$ cat src/rtl/assert_macros.svh
// assertion macros for the rtl files, included by the top-level module
`ifndef ASSERT_MACROS_SVH
`define ASSERT_MACROS_SVH

// same-cycle implication, checked on every rising edge outside reset
`define ASSERT_IMPL(label, clk, rst_n, ante, cons, msg) \
	label: assert property (@(posedge clk) disable iff (!rst_n) (ante) |-> (cons)) \
		else $error(msg);

// next-cycle implication
`define ASSERT_NEXT(label, clk, rst_n, ante, cons, msg) \
	label: assert property (@(posedge clk) disable iff (!rst_n) (ante) |=> (cons)) \
		else $error(msg);

`endif

$ cat src/rtl/fbmd_pkg.sv
// types, constants and log2 tables for the fft bin level pipeline
package fbmd_pkg;

	localparam int POWER_W = 64;
	localparam int POS_W   = 6;
	localparam int SEG_W   = 4;
	localparam int REM_W   = 16;
	localparam int DIFF_W  = 13;
	localparam int IPROD_W = DIFF_W + REM_W;
	localparam int L_W     = 23;
	localparam int NET_W   = 24;
	localparam int PROD_W  = 42;
	localparam int LVL_SHIFT = 24;
	localparam int LVL_W   = PROD_W + 1 - LVL_SHIFT;
	localparam int LANE_STAGES = 6;

	// 10*log10(2) in unsigned Q16
	localparam int DB_PER_LOG2_Q16 = 197283;
	localparam int LEVEL_MAX = 32767;
	localparam int FLOOR_RESET = -25600;

	// register index codes
	localparam logic REG_FLOOR_DB = 1'b0;

	typedef logic [POWER_W-1:0] power_t;
	typedef logic signed [15:0] level_t;
	typedef logic [9:0]         bin_t;

	typedef struct packed {
		logic pair0;
		bin_t bin;
	} meta_t;

	// log2(1+i/16) in Q16 at segment starts, and the step to the next start
	localparam logic [15:0] LOG2_BASE [16] = '{
		16'd0,     16'd5732,  16'd11136, 16'd16248,
		16'd21098, 16'd25711, 16'd30109, 16'd34312,
		16'd38336, 16'd42196, 16'd45904, 16'd49472,
		16'd52911, 16'd56229, 16'd59434, 16'd62534
	};
	localparam logic [DIFF_W-1:0] LOG2_DIFF [16] = '{
		13'd5732, 13'd5404, 13'd5112, 13'd4850,
		13'd4613, 13'd4398, 13'd4203, 13'd4024,
		13'd3860, 13'd3708, 13'd3568, 13'd3439,
		13'd3318, 13'd3205, 13'd3100, 13'd3002
	};

	// elaboration-time log2 in Q16 of a nonzero constant
	function automatic int log2_q16(input longint unsigned v);
		int unsigned pos;
		longint unsigned norm;
		int unsigned seg;
		int unsigned rem;
		pos = 0;
		for (int i = 0; i < POWER_W; i++) begin
			if (v[i]) pos = i;
		end
		norm = v << (63 - pos);
		seg = int'(norm[62:59]);
		rem = int'(norm[58:43]);
		return int'(pos << 16) + int'(LOG2_BASE[seg]) +
			int'((int'(LOG2_DIFF[seg]) * rem) >> 16);
	endfunction

endpackage

$ cat src/rtl/fbmd_lane.sv
// pipelined power to dB level lane: leading one, normalize, log2 table, offset, scale, floor and clamp
module fbmd_lane #(
	parameter int OFFSET_Q16 = 1966080
) (
	input  logic                                clk,
	input  logic [fbmd_pkg::LANE_STAGES-1:0]    en,
	input  fbmd_pkg::power_t                    power,
	input  fbmd_pkg::level_t                    floor_db,
	output fbmd_pkg::level_t                    level
);

	localparam logic signed [fbmd_pkg::NET_W-1:0] OFFSET_NET =
		fbmd_pkg::NET_W'(OFFSET_Q16);
	localparam logic signed [fbmd_pkg::PROD_W-1:0] DB_K =
		fbmd_pkg::PROD_W'(fbmd_pkg::DB_PER_LOG2_Q16);
	localparam logic signed [fbmd_pkg::PROD_W:0] ROUND_HALF =
		(fbmd_pkg::PROD_W+1)'(1) <<< (fbmd_pkg::LVL_SHIFT - 1);
	localparam logic signed [fbmd_pkg::LVL_W-1:0] LVL_MAX =
		fbmd_pkg::LVL_W'(fbmd_pkg::LEVEL_MAX);

	logic [fbmd_pkg::POS_W-1:0]   pos_c;
	fbmd_pkg::power_t             norm_c;
	logic [fbmd_pkg::L_W-1:0]     l_c;
	logic signed [fbmd_pkg::PROD_W-1:0] mul_c;
	logic signed [fbmd_pkg::PROD_W:0]   rnd_c;
	logic signed [fbmd_pkg::LVL_W-1:0]  lvl_c;
	logic signed [fbmd_pkg::LVL_W-1:0]  fl_c;
	fbmd_pkg::level_t             res_c;

	fbmd_pkg::power_t             val_s3;
	logic [fbmd_pkg::POS_W-1:0]   pos_s3, pos_s4, pos_s5;
	logic                         zero_s3, zero_s4, zero_s5, zero_s6, zero_s7;
	logic [fbmd_pkg::SEG_W-1:0]   seg_s4;
	logic [fbmd_pkg::REM_W-1:0]   rem_s4;
	logic [fbmd_pkg::IPROD_W-1:0] iprod_s5;
	logic [15:0]                  base_s5;
	logic signed [fbmd_pkg::NET_W-1:0]  net_s6;
	logic signed [fbmd_pkg::PROD_W-1:0] mul_s7;
	fbmd_pkg::level_t             level_s8;

	// leading one position
	always_comb begin
		pos_c = '0;
		for (int i = 0; i < fbmd_pkg::POWER_W; i++) begin
			if (power[i]) pos_c = fbmd_pkg::POS_W'(i);
		end
	end

	always_ff @(posedge clk) begin
		if (en[0]) begin
			val_s3  <= power;
			pos_s3  <= pos_c;
			zero_s3 <= (power == '0);
		end
	end

	// normalize and split into segment and remainder
	assign norm_c = val_s3 << (6'd63 - pos_s3);

	always_ff @(posedge clk) begin
		if (en[1]) begin
			seg_s4  <= norm_c[62:59];
			rem_s4  <= norm_c[58:43];
			pos_s4  <= pos_s3;
			zero_s4 <= zero_s3;
		end
	end

	// table lookup and interpolation product
	always_ff @(posedge clk) begin
		if (en[2]) begin
			iprod_s5 <= fbmd_pkg::IPROD_W'(fbmd_pkg::LOG2_DIFF[seg_s4]) *
				fbmd_pkg::IPROD_W'(rem_s4);
			base_s5  <= fbmd_pkg::LOG2_BASE[seg_s4];
			pos_s5   <= pos_s4;
			zero_s5  <= zero_s4;
		end
	end

	// log2 in Q16 less the full-scale offset
	assign l_c = fbmd_pkg::L_W'({pos_s5, 16'b0}) + fbmd_pkg::L_W'(base_s5) +
		fbmd_pkg::L_W'(iprod_s5[fbmd_pkg::IPROD_W-1:16]);

	always_ff @(posedge clk) begin
		if (en[3]) begin
			net_s6  <= signed'({1'b0, l_c}) - OFFSET_NET;
			zero_s6 <= zero_s5;
		end
	end

	// scale log2 to dB
	assign mul_c = fbmd_pkg::PROD_W'(net_s6) * DB_K;

	always_ff @(posedge clk) begin
		if (en[4]) begin
			mul_s7  <= mul_c;
			zero_s7 <= zero_s6;
		end
	end

	// round to q8.8, floor and saturate
	assign rnd_c = (fbmd_pkg::PROD_W+1)'(mul_s7) + ROUND_HALF;
	assign lvl_c = signed'(rnd_c[fbmd_pkg::PROD_W:fbmd_pkg::LVL_SHIFT]);
	assign fl_c  = fbmd_pkg::LVL_W'(floor_db);

	always_comb begin
		if (zero_s7 || lvl_c < fl_c) begin
			res_c = floor_db;
		end else if (lvl_c > LVL_MAX) begin
			res_c = 16'sd32767;
		end else begin
			res_c = lvl_c[15:0];
		end
	end

	always_ff @(posedge clk) begin
		if (en[5]) begin
			level_s8 <= res_c;
		end
	end

	assign level = level_s8;

endmodule

$ cat config.mk
export PLATFORM = sky130hd
export DESIGN_NAME = fbmd_lane
export DESIGN_NICKNAME = d
export VERILOG_FILES = /design/src/rtl/assert_macros.svh /design/src/rtl/fbmd_pkg.sv /design/src/rtl/fbmd_lane.sv
export SDC_FILE = /design/constraint.sdc
export NUM_CORES = 1
export LEC_CHECK = 0
export BUFFER_PORTS_ARGS = -buffer_cell sky130_fd_sc_hd__buf_4
export CAP_MARGIN = 40
export CORE_MARGIN = 2
export CORE_UTILIZATION = 58
export DETAILED_ROUTE_END_ITERATION = 10
export PLACE_DENSITY = 0.79
export SLEW_MARGIN = 40
export SYNTH_ARGS = -nofsm -noshare
export SYNTH_HDL_FRONTEND = slang
export SYNTH_SLANG_ARGS = --single-unit
$ cat constraint.sdc
create_clock -name clk -period 6.6 [get_ports clk]
set_input_delay 0.66 -clock clk [delete_from_list [all_inputs] [get_ports clk]]
set_output_delay 0.66 -clock clk [all_outputs]
set_load 0.005 [all_outputs]
==> summary.txt <==
Fmax: 0.152 GHz
Final slew viol count: 0
Io pins: 103
Synth warn: 0
Overflow after GRT: 0
Max Cap Violations: 0
Die footprint: 43,500 um^2
Clock sink count: 194
Via count: 18,000
Critical Path RT: 6.81 ns
Worst-path fanout max: 12
Ant diodes: 0
PortBufs: 102
Drt first pass iters: 6
Worst slew margin: 0.483
First-pass GRT wire length: 92.3 mm
Die height: 209 um
Routed wire per std cell: 18.6 um
Post-synthesis async set-or-reset flop share: 0
Netlist cell types: 70
Final Instance Count excl. Fillers: 3,121
Worst Tran Pin Value: 0.756 ns
RSZ-0062 raised after global routing: yes
FP Rows: 74
EDFF count, synth: 194
Initial DRC count: 1,529
DRC: 0
CP endpoint kind: register
TritonCTS buffer count: 17
Final Util: 0.654
Sequential-to-total area share from yosys stat: 0.240
Worst min path class: in2reg
Grt met2 use: 0.456
Synth Cell Area: 24,300 um^2
Final #Nets: 3,218
Cell taking the most area after synthesis: edfxtp_1
Core ar.: 41,100 um^2
Post-Route Skew: 0.0161 ns
Synth top area cells: edfxtp_1 24%, fa_1 21%, ha_1 15%
Layout area overhead: 10.7%
Share of post-route cells with drive strength above 1: 0.128
Vias in the first global route: 18,200
Antenna violations before repair: 0
Final cycle utilization of the critical path: 0.996
Critical Path AT: 6.78 ns
Clock slew seen by the registers of the worst setup and hold paths: 0.07 ns
WL final: 58.1 mm
GRT met3 Usage: 0.0598
Synth top area share: 0.240
Avg Inst Size Synth: 9.86 um^2
Starting Density: 0.591
Largest net degree at the start of global routing: 76
Crit path time final: 6.57 ns
Worst-skew pair later-pin latency: 0.47 ns
Synthesized flop and latch total: 194
Syn nets: 3,104
CTS root buffer: clkbuf_16
Total negative slack: 0 ns
Cells after synthesis: 2,462
H-tree depth: 4
Final setup violating endpoints: 0
Most used routing layer: met2
Deepest clock path buffer count: 2
Final Wtd Congestion: 0.933
Die W: 209 um
CP startpoint kind: register
Post-DP HPWL: 45.8 mm
Flop-to-flop setup slack: 0.03 ns
Overall global routing resource usage: 0.269
Global Route met1 Usage: 0.340
Final Hold Fails: 0
Most used DFF post-synth: edfxtp_1
CP Class: reg2reg
Routed Antenna Nets: 0
Dpl cells: 3,058
DR vias/cell: 5.76
Outcome: finished, final reports clean
CTS tree: yes
==> registers in the layout, summed over array words and instances (netlist names) <==
signal	flops
val_s3	63
net_s6	24
mul_s7	19
base_s5	16
level	16
rem_s4	16
iprod_s5	13
pos_s3	6
pos_s4	6
pos_s5	6
seg_s4	4
zero_s3	1
zero_s4	1
zero_s5	1
zero_s6	1
zero_s7	1
==> placed cells by master (no fill, tap or decap), types with 12 or more instances in the layout <==
| cell | Yosys | layout |
|---|---|---|
| a31oi_1 | 14 | 12 |
| edfxtp_1 | 194 | 194 |
| buf_6 | 0 | 13 |
| buf_4 | 1 | 157 |
| a21oi_1 | 96 | 92 |
| o21a_1 | 16 | 16 |
| nor3_1 | 28 | 27 |
| nor2_1 | 120 | 119 |
| xor2_1 | 23 | 23 |
| ha_1 | 298 | 291 |
| inv_1 | 449 | 442 |
| mux4_2 | 39 | 39 |
| nand2b_1 | 38 | 35 |
| nor2b_1 | 33 | 32 |
| a21o_1 | 21 | 21 |
| and2_1 | 78 | 78 |
| mux2_2 | 23 | 23 |
| clkbuf_16 | 0 | 17 |
| nand3_1 | 30 | 30 |
| nor4_1 | 13 | 13 |
| fa_1 | 257 | 251 |
| a211oi_1 | 14 | 13 |
| nand2_1 | 287 | 284 |
| mux2i_1 | 51 | 51 |
| xnor2_1 | 61 | 61 |
| o21ai_0 | 78 | 75 |
==> layer usage <==
metal  up-vias  share of wire  routed length, um
li1       8384              -                  -
met1      8770           0.40              23500
met2       664           0.49              28500
met3       147          0.070               4040
met4         0          0.036               2080
met5         -              0                  0
==> per-stage QoR <==
stage	setup slack [ns]	hold WS, ns	area (um^2)
floorplan	0.0869	0.400	24300
global placement	0.0745	0.401	25700
detailed placement	-0.0506	0.405	25700
CTS	0.0457	0.356	26300
global route	-0.180	0.359	26900
finish	0.0266	0.379	26900
==> worst max-delay path, cell delays in order (launching register included) <==
cell	delay [ns]
edfxtp_1	0.42
buf_6	0.16
ha_4	0.19
buf_4	0.16
mux2i_1	0.14
a21o_1	0.18
buf_12	0.15
nand2_1	0.08
fa_1	0.53
inv_1	0.06
fa_1	0.54
inv_1	0.06
fa_1	0.49
inv_1	0.05
fa_1	0.47
fa_1	0.49
ha_1	0.33
nand4_1	0.19
a21oi_2	0.19
a41oi_2	0.17
nand4b_1	0.22
nand2b_4	0.08
o31ai_4	0.27
a41o_1	0.33
o21a_1	0.20
nor2_2	0.05
xnor2_1	0.13
==> synthesized netlist by cell type (6+ instances only) <==
master,n
a211oi_1,14
a21o_1,21
a21oi_1,96
a31oi_1,14
and2_1,78
and3_1,8
buf_1,11
buf_2,7
clkbuf_1,63
edfxtp_1,194
fa_1,257
ha_1,298
inv_1,449
mux2_2,23
mux2_4,9
mux2i_1,51
mux4_2,39
nand2_1,287
nand2b_1,38
nand3_1,30
nor2_1,120
nor2b_1,33
nor3_1,28
nor4_1,13
o211ai_1,9
o21a_1,16
o21ai_0,78
o31ai_1,6
or3_1,9
xnor2_1,61
xor2_1,23
==> cells by family after synthesis <==
family	after synthesis	synth area share
and+or+nand+nor	661	0.126
adders and majority gates	555	0.365
buffers and inverters	535	0.0839
AOI/OAI and AO/OA	311	0.0809
DFF	194	0.240
muxes	122	0.0734
xor gates and xnor gates	84	0.0303
==> what timing repair did <==
item,4_1_cts,5_1_grt
pin swaps,2,28
hold buffers,0,0
resized for setup,1,62
gates cloned,0,5
endpoints found under the setup margin,1,8
setup buffers,0,26
==> final timing paths <==
path	startpoint	depth (start not counted)	endpoint
setup / recovery	seg_s4[1]	26	iprod_s5[27]
hold / removal	power[0]	1	val_s3[0]
setup reg to reg	seg_s4[1]	26	iprod_s5[27]
hold reg to reg	pos_s4[3]	0	pos_s5[3]
==> cell type report <==
cell class              count  area [um^2]
well taps                 532          666
fillers                  3196        14200
multi-input cells        1735        16700
clock inverters            13          164
repair buffers            177         1410
inverters                 451         1690
clock buffers              19          433
flip-flops and latches    194         5830
Power is not shown: default switching activity piles up to over one toggle a cycle in this logic, so the estimate is an artifact.
